==> src/hdl/thil_div.sv <==
// Restoring divider producing a 17-bit quotient of (num << 16) / den, one bit per cycle.
module thil_div (
    input  logic        clk,
    input  logic        rst_n,
    input  logic        start,
    input  logic [31:0] num,
    input  logic [31:0] den,
    output logic        done,
    output logic [16:0] quot
);
    logic [32:0] rem_reg, rem_next;
    logic [47:0] nsh_reg, nsh_next;
    logic [31:0] den_reg, den_next;
    logic [16:0] q_reg, q_next;
    logic [5:0]  cnt_reg, cnt_next;
    logic        run_reg, run_next;
    logic        done_reg, done_next;
    logic [32:0] trial;
    logic [33:0] diff;

    always_comb
    begin
        rem_next  = rem_reg;
        nsh_next  = nsh_reg;
        den_next  = den_reg;
        q_next    = q_reg;
        cnt_next  = cnt_reg;
        run_next  = run_reg;
        done_next = 1'b0;
        trial     = {rem_reg[31:0], nsh_reg[47]};
        diff      = {1'b0, trial} - {2'b00, den_reg};
        if (start)
        begin
            rem_next = '0;
            nsh_next = {num, 16'h0000};
            den_next = den;
            q_next   = '0;
            cnt_next = 6'd48;
            run_next = 1'b1;
        end
        else if (run_reg)
        begin
            nsh_next = {nsh_reg[46:0], 1'b0};
            if (!diff[33])
            begin
                rem_next = diff[32:0];
                q_next   = (q_reg == 17'h1ffff) ? q_reg : {q_reg[15:0], 1'b1};
            end
            else
            begin
                rem_next = trial;
                q_next   = {q_reg[15:0], 1'b0};
            end
            // A quotient above one is clamped later; only low 17 bits matter after a guard.
            if (!diff[33] && q_reg[16]) q_next = 17'h1ffff;
            else if (q_reg[16]) q_next = 17'h1ffff;
            cnt_next = cnt_reg - 6'd1;
            if (cnt_reg == 6'd1)
            begin
                run_next  = 1'b0;
                done_next = 1'b1;
            end
        end
    end

    always_ff @(posedge clk or negedge rst_n)
    begin
        if (!rst_n)
        begin
            run_reg  <= 1'b0;
            done_reg <= 1'b0;
            cnt_reg  <= '0;
        end
        else
        begin
            run_reg  <= run_next;
            done_reg <= done_next;
            cnt_reg  <= cnt_next;
        end
    end

    always_ff @(posedge clk)
    begin
        rem_reg <= rem_next;
        nsh_reg <= nsh_next;
        den_reg <= den_next;
        q_reg   <= q_next;
    end

    assign done = done_reg;
    assign quot = q_reg;
endmodule

==> config.mk <==
export PLATFORM = sky130hd
export DESIGN_NAME = thil_div
export DESIGN_NICKNAME = d
export VERILOG_FILES = /design/src/hdl/thil_div.sv
export SDC_FILE = /design/constraint.sdc
export NUM_CORES = 1
export LEC_CHECK = 0
export ABC_CLOCK_PERIOD_IN_PS = 3300
export BUFFER_PORTS_ARGS = -buffer_cell sky130_fd_sc_hd__buf_2
export CORE_ASPECT_RATIO = 0.6
export CORE_MARGIN = 5
export CORE_UTILIZATION = 35
export DETAILED_ROUTE_END_ITERATION = 12
export HOLD_SLACK_MARGIN = 0.15
export PLACE_DENSITY_LB_ADDON = 0.1
export SETUP_SLACK_MARGIN = 0.3
export SKIP_CTS_REPAIR_TIMING = 1
export SYNTH_ARGS = -nofsm -noshare
export SYNTH_HDL_FRONTEND = slang
export SYNTH_SLANG_ARGS = --single-unit
==> constraint.sdc <==
create_clock -name clk -period 3.3 [get_ports clk]
set_input_delay 0.66 -clock clk [delete_from_list [all_inputs] [get_ports clk]]
set_output_delay 0.66 -clock clk [all_outputs]
set_load 0.05 [all_outputs]
==> metrics.md, run 1 <==
| Metric | Value |
|---|---|
| Pleak | approximately 3.3 nW |
| IO buf count | 84 |
| Simple-Gate Fraction of Synth Area | about 14% |
| Setup Viol. Count Final | 0 |
| WP data required | about 3.6 ns |
| Synth top area share | 29.6% |
| Crit path from | den_reg[14] |
| Slowest cell delay on critical path | roughly 0.38 ns |
| Starting DRT DRC Count | between 200 and 300 |
| XOR/XNOR Fraction of Synth Area | approximately 3.4% |
| Area Growth Syn to Fin | 21.2% |
| Multiplexer area fraction after synthesis | 6.15% |
| Reg2reg path depth | 11 |
| Combinational family with the most area after synthesis | compound AO/OA/AOI/OAI gates |
| Row count | 38 |
| Yosys top cell by area | edfxtp_1 |
| WL final | around 16000 um |
| First-pass GRT wire length | about 26000 um |
| RSZ-0062 raised after global routing | no |
| CP Max Fanout | 28 |
| Hold worst-path end | den_reg[20] |
| Core area | ~0.018 sq mm |
| Max-cap violations | 0 |
| WHS | 0.404 ns |
| Fmax | ~0.35 GHz |
| Synth area leaders | edfxtp_1, dfxtp_1, ha_1 |
| Outcome | completed |
| Compound-Gate Fraction of Synth Area | ~17% |
| Adder-cell share of the synthesized area | under 10% |
| Worst reg-to-reg setup slack | 0.47 ns |
| Async SR Flop Fraction | between 6 and 7% |
| Flops & latches, synth | about 120 |
| Critical Path Sink Type | flop |
| Clock Latency Late Sink | around 0.43 ns |
| I/O pin count | 85 |
| DIE HEIGHT | approximately 120 um |
| DR vias | roughly 5200 |
| Antenna violations before repair | 0 |
| GR Overflow Total | 0 |
| Syn Area/Cell | 9.85 sq um |
| Root Buffer Master | clkbuf_16 |
| Layout cells sized above 1 | between 20% and 30% |
| First-pass iteration count of the detailed router | 5 |
| Critical Path, Cell by Cell | inv_1 -> ha_2 -> a21oi_1 -> o221ai_2 -> a21boi_1 -> o2111ai_4 -> nand2_2 -> o21a_1 -> buf_12 -> a211oi_1 -> a2111oi_0 |
| Remaining antenna violation count after routing | 0 |
| Netlist cell types | 64 |
| Worst path arrival time | ~3.1 ns |
| FF-to-FF Start | den_reg[14] |
| Ys Warns | 0 |
| Synth Flop Type | edfxtp_1 |
| Pwr/cell area | roughly 530 mW/mm^2 |
| Fillers | ~1800 |
| Clk_skew | between 0.01 and 0.015 ns |
| Maximum VDD drop | between 300 and 400 uV |
| Maximum root-to-sink buffer count | 2 |
| Post-route minimum period | approximately 2.8 ns |
| Worst reg2reg path endpoint | rem_reg[25] |
| CP Launch Type | flop |
| TritonCTS Buffers | 17 |
| Final period util | a little under nine tenths |
| Placer Congestion | ~0.91 |
| Post-synthesis sequential area ratio | between 40% and 50% |
| Slew margin rel. | between 40% and 50% |
| Vias in the first global route | around 5100 |
| Die X | 186 um |
| Nets@finish | between 800 and 900 |
| Pin count of the biggest net entering global routing | between 70 and 80 |
| Worst slew pin tran | approximately 0.87 ns |
| Drc violations | 0 |
| Vias per cell | 5.20 |
| Critical path class | flop to flop |
| Initial Util | a little over a third |
| CTS Sinks | 121 |
| Synthesized Nets | between 700 and 800 |
| Final Max Tran Viols | 0 |
| GRT Resource Usage Total | 15.4% |
| Routed WL per cell | approximately 16 um |
| TNS Setup | 0 ns |
| Hold path cells | 1 |
| Die footprint | about 0.021 sq mm |
| Mapped Area | 0.00649 sq mm |
| Max stage delay cell, worst path | edfxtp_1 |
| Min-Delay Path Class | primary input to flop |
| Count of final hold-check violations | 0 |
| Hold Path Origin | den[20] |
| Post-DP HPWL | approximately 11000 um |
| TritonCTS clock tree | done |
| Post-synth EDFFs | between 60 and 70 |
| Synth Instances | approximately 660 |
| Clock transition at path regs | ~0.06 ns |
| H-tree levels | 4 |
[worst max-delay path by stage]
stage,endpoint,slack [ns]
6_report,rem_reg[25],0.47
3_5_place_dp,rem_reg[4],0.34
3_3_place_gp,rem_reg[24],0.44
2_1_floorplan,rem_reg[30],0.74
5_1_grt,rem_reg[8],0.29
4_1_cts,rem_reg[4],0.29
[cells in the mapped netlist, types with 2 or more instances]
master / count
nor2b_1: 2
xnor2_1: 13
edfxtp_1: 64
nor2_1: 63
a211oi_1: 8
o211ai_1: 5
nand2_1: 74
or2_2: 2
o21a_1: 8
inv_1: 39
o21bai_1: 2
a21oi_1: 38
mux2_2: 31
or3_1: 4
nor4_1: 7
ha_1: 34
a31oi_1: 6
buf_4: 3
o21ai_0: 25
dfrtp_1: 8
o311ai_0: 2
buf_2: 12
nand3_1: 10
buf_1: 3
nor3_1: 11
o22ai_1: 16
xor2_1: 12
dfxtp_1: 49
and3_1: 5
mux2i_1: 5
a311oi_1: 20
o221ai_1: 2
and2_1: 8
clkbuf_1: 20
nand2_2: 2
nand2b_1: 4
nand4_1: 6
a21o_1: 10
[through the flow]
stage / setup slack [ns] / utilization (%) / total power [mW] / cell area [sq um] / cells
2_1_floorplan: 0.742 / - / 2.19 / 6490 / 659
3_3_place_gp: 0.435 / 39.5 / 2.34 / 7180 / 959
3_5_place_dp: 0.335 / 39.5 / 2.35 / 7180 / 959
4_1_cts: 0.290 / 42.8 / 4.26 / 7780 / 991
5_1_grt: 0.288 / 43.3 / 4.40 / 7870 / 994
6_report: 0.468 / 43.3 / 4.20 / 7870 / 995
[layout make-up]
| type | count | area (sq um) | share of cell area (%) |
|---|---|---|---|
| Clock inverter | 11 | 106 | 1.35 |
| Multi-Input combinational cell | 460 | 3130 | 39.8 |
| Timing Repair Buffer | 101 | 578 | 7.35 |
| Sequential cell | 121 | 3100 | 39.4 |
| Tap cell | 240 | 300 | 3.82 |
| Antenna cell | 1 | 2.50 | 0.0318 |
| Clock buffer | 21 | 493 | 6.26 |
| Inverter | 40 | 150 | 1.91 |
[worst max-delay path, delay by kind of cell (launching register included)]
family,cells,cell delay (ns)
compound gates,7,1.60
flops,1,0.38
fa+ha+maj,1,0.31
buf+inv,2,0.27
simple gates,1,0.16
[metal layers]
layer	up-vias	GRT usage, %	part of all wire [%]
li1	2583	-	-
met1	2443	23.2	53
met2	125	20.3	39
met3	21	4.30	6.3
met4	0	7.08	1.8
met5	-	0	0
[where the power goes]
part           switching, mW  internal (mW)  total (mW)
logic                  0.332          0.220       0.551
clock network          0.726           1.15        1.88
registers             0.0592           1.71        1.77
total                   1.12           3.08        4.20
[placed cells by master (no fill, tap or decap), types with 3 or more instances in the layout]
cell,Yosys,routed
buf_2,12,83
and3_1,5,5
o211ai_1,5,5
and2_1,8,8
o22ai_1,16,16
nand2_1,74,74
mux2i_1,5,5
a31oi_1,6,5
nor4_1,7,7
mux2_2,31,31
xnor2_1,13,13
o21a_1,8,8
nor2_1,63,63
xor2_1,12,12
edfxtp_1,64,64
a311oi_1,20,20
dfrtp_1,8,7
a21o_1,10,10
nand2b_1,4,4
a211oi_1,8,7
ha_1,34,30
inv_1,39,39
o21ai_0,25,23
nand3_1,10,9
dfxtp_1,49,49
a21oi_1,38,37
clkinv_4,0,3
buf_4,3,15
or3_1,4,4
nor3_1,11,11
ha_2,0,4
clkbuf_16,0,19
nand4_1,6,6
[cells by family after synthesis]
kind of cell	Yosys count
multiplexers	36
XOR/XNOR	25
AND/OR/NAND/NOR	204
AO/OA/AOI/OAI	160
buffers and inverters	78
flip-flops	121
adder cells (fa/ha/maj)	35
(Power assumes the default switching activity.)
==> inputs of run 2 (changes only) <==
ABC_AREA = 1   (was default)
SETUP_SLACK_MARGIN = 0.2   (was 0.3)
==> run 2 against run 1 <==
- clock power is 3% lower
- via count is 27% higher
- sequential power is 11% higher
- global-route usage is 2.8 points higher
==> metrics.md, run 2 <==
| Metric | Value |
|---|---|
| Hold path cells | 1 |
| WHS | approximately 0.40 ns |
| Fmax | approximately 0.40 GHz |
| Simple-Gate Fraction of Synth Area | around a third |
| Post-route minimum period | 2.52 ns |
| CP Launch Type | flop |
| RSZ-0062 raised after global routing | no |
| Die footprint | approximately 0.024 sq mm |
| Setup Viol. Count Final | 0 |
| Max stage delay cell, worst path | a21oi_4 |
| Most frequent cells in the layout | nand2_1, inv_1, buf_2, nand3_1, edfxtp_1 |
| Adder-cell share of the synthesized area | under 10% |
| Syn Area/Cell | approximately 7.1 sq um |
| Fillers | around 2200 |
| Synth area leaders | edfxtp_1, nand2_1, dfxtp_1 |
| Combinational family with the most area after synthesis | simple AND/OR/NAND/NOR gates |
| Vias per cell | around 4.6 |
| Most common cell in the netlist | nand2_1 |
| Critical path's most frequent cell | nand2_1 |
| Maximum VDD drop | 465 uV |
| FF-to-FF Start | den_reg[20] |
| Min-Delay Path Class | primary input to flop |
| Initial Util | between 30% and 40% |
| Critical Path Sink Type | flop |
| Clk_skew | between 0.007 and 0.008 ns |
| GR Overflow Total | 0 |
| Synthesized Nets | 1139 |
| Placer Congestion | 1.00 |
| Compound-Gate Fraction of Synth Area | under 10% |
| Routed WL per cell | roughly 15 um |
| First-pass GRT wire length | 33700 um |
| Post-DP HPWL | about 16000 um |
| Async SR Flop Fraction | 6.61% |
| Reg2reg path depth | 11 |
| Hold Path Origin | den[3] |
| WL final | roughly 21000 um |
| Yosys top cell by area | edfxtp_1 |
| Die X | roughly 200 um |
| Antenna violations before repair | 0 |
| WP buf/inv | 2 |
| Largest delay share family, worst path | simple AND/OR/NAND/NOR gates |
| XOR/XNOR Fraction of Synth Area | around 1.8% |
| Worst path arrival time | 2.89 ns |
| Mapped Area | roughly 0.0074 sq mm |
| TNS Setup | 0 ns |
| Maximum root-to-sink buffer count | 2 |
| CP Max Fanout | 32 |
| CTS Sinks | approximately 120 |
| TritonCTS clock tree | done |
| Layout cells sized above 1 | 12.1% |
| Synth Instances | 1037 |
| Post-Layout Inst Area | ~0.0087 sq mm |
| Critical path class | flop to flop |
| Netlist cell types | 39 |
| Slowest cell delay on critical path | around 0.45 ns |
| Nets@finish | 1225 |
| Clock Latency Late Sink | about 0.43 ns |
| Synth Flop Type | edfxtp_1 |
| Vias in the first global route | roughly 6000 |
| Sequential cell area | approximately 0.0031 sq mm |
| Total Power | around 6.5 mW |
| Root Buffer Master | clkbuf_16 |
| Crit path from | den_reg[20] |
| Placement Cell Area | just over 0.008 sq mm |
| DR vias | between 6000 and 7000 |
| Most common cell after layout, fill and taps aside | nand2_1 |
| Critical Path, Cell by Cell | inv_1 -> ha_1 -> nand2_1 -> inv_1 -> a21oi_2 -> o21ai_2 -> a21oi_4 -> nand2_4 -> nand2_1 -> nand3_1 -> nand2_1 |
| Max-cap violations | 0 |
| TritonCTS Buffers | 17 |
| Row count | between 40 and 50 |
| Clock transition at path regs | ~0.060 ns |
| GRT Resource Usage Total | between 10% and 20% |
| Post-synthesis sequential area ratio | a little over two fifths |
| H-tree levels | 4 |
| Flops & latches, synth | around 120 |
| WP data required | ~3.7 ns |
| Pwr/cell area | around 750 mW/mm^2 |
| IO buf count | 84 |
| Post-synth EDFFs | 64 |
| DIE HEIGHT | between 100 and 150 um |
| First-pass iteration count of the detailed router | 5 |
| Final antenna diode count | 0 |
| I/O pin count | between 80 and 90 |
| Count of final hold-check violations | 0 |
| Drc violations | 0 |
| Remaining antenna violation count after routing | 0 |
| Synth cell count leaders | nand2_1, inv_1, nand3_1 |
| Starting DRT DRC Count | around 500 |
| Final Max Tran Viols | 0 |
| Slew margin rel. | between 30% and 40% |
| Pleak | between 4 and 5 nW |
| Core area | around 0.021 sq mm |
| Multi-input logic area | approximately 0.0034 sq mm |
| Pin count of the biggest net entering global routing | 37 |
| Worst slew pin tran | 0.948 ns |
| Synth top area share | 26.0% |
| Final period util | approximately three quarters |
| Critical path depth | 11 |
| Ys Warns | 0 |
| Multiplexer area fraction after synthesis | 0% |
| Area Growth Syn to Fin | 17.7% |
| Outcome | completed |
run 2: cell types whose count changed in the layout (fill, tap and decap cells not counted), moves of 15 or more:
cell	previous run	this run
a311oi_1	20	0
nand3b_1	1	20
inv_1	39	196
o22ai_1	16	1
nand2_1	74	412
nand3_1	9	74
nor2_1	63	42
mux2_2	31	0
o21ai_0	23	8
run 2: stage by stage:
stage	util [%]	cells	setup slack (ns)
3_3_place_gp	38.8	1382	0.797
6_report	41.6	1415	0.776
4_1_cts	41.5	1414	0.805
2_1_floorplan	-	1037	0.716
5_1_grt	41.6	1415	0.479
3_5_place_dp	38.8	1382	0.826
run 2: layer usage:
layer | GRT usage, % | part of all wire [%] | routed length [um] | vias up
met2 | 22.2 | 35 | 7460 | 168
li1 | - | - | - | 3411
met3 | 5.05 | 7.3 | 1570 | 13
met1 | 30.1 | 57 | 12200 | 2979
met5 | 0 | 0 | 0 | -
met4 | 4.29 | 0.83 | 178 | 0
run 2: area by class of cell:
class                      instances  share of cell area, %
multi-input combinational        690                   39.1
sequential                       121                   35.7
inverter                         199                   8.60
timing repair buffer              94                   5.91
clock buffer                      18                   4.94
tap                              279                   4.02
clock inverter                    14                   1.70
run 2: path summary, 6_finish.rpt:
path | endpoint | slack (ns)
setup / recovery | rem_reg[9] | 0.78
hold / removal | den_reg[3] | 0.40
setup reg to reg | rem_reg[9] | 0.78
hold reg to reg | rem_reg[19] | 0.47
max in group asynchronous | cnt_reg[5] | 2.51
min in group asynchronous | cnt_reg[2] | 0.61
run 2: cell families after synthesis:
family          count (synthesis)
flops                         121
fa+ha+maj                      35
buf+inv                       226
simple gates                  576
compound gates                 64
xor+xnor                       15
run 2: where the power goes:
part / total, mW / internal [mW] / switching (mW) / leakage, nW
clock: 1.83 / 1.11 / 0.721 / 0.259
combinational: 2.74 / 0.921 / 1.82 / 3.21
sequential: 1.97 / 1.84 / 0.136 / 1.16
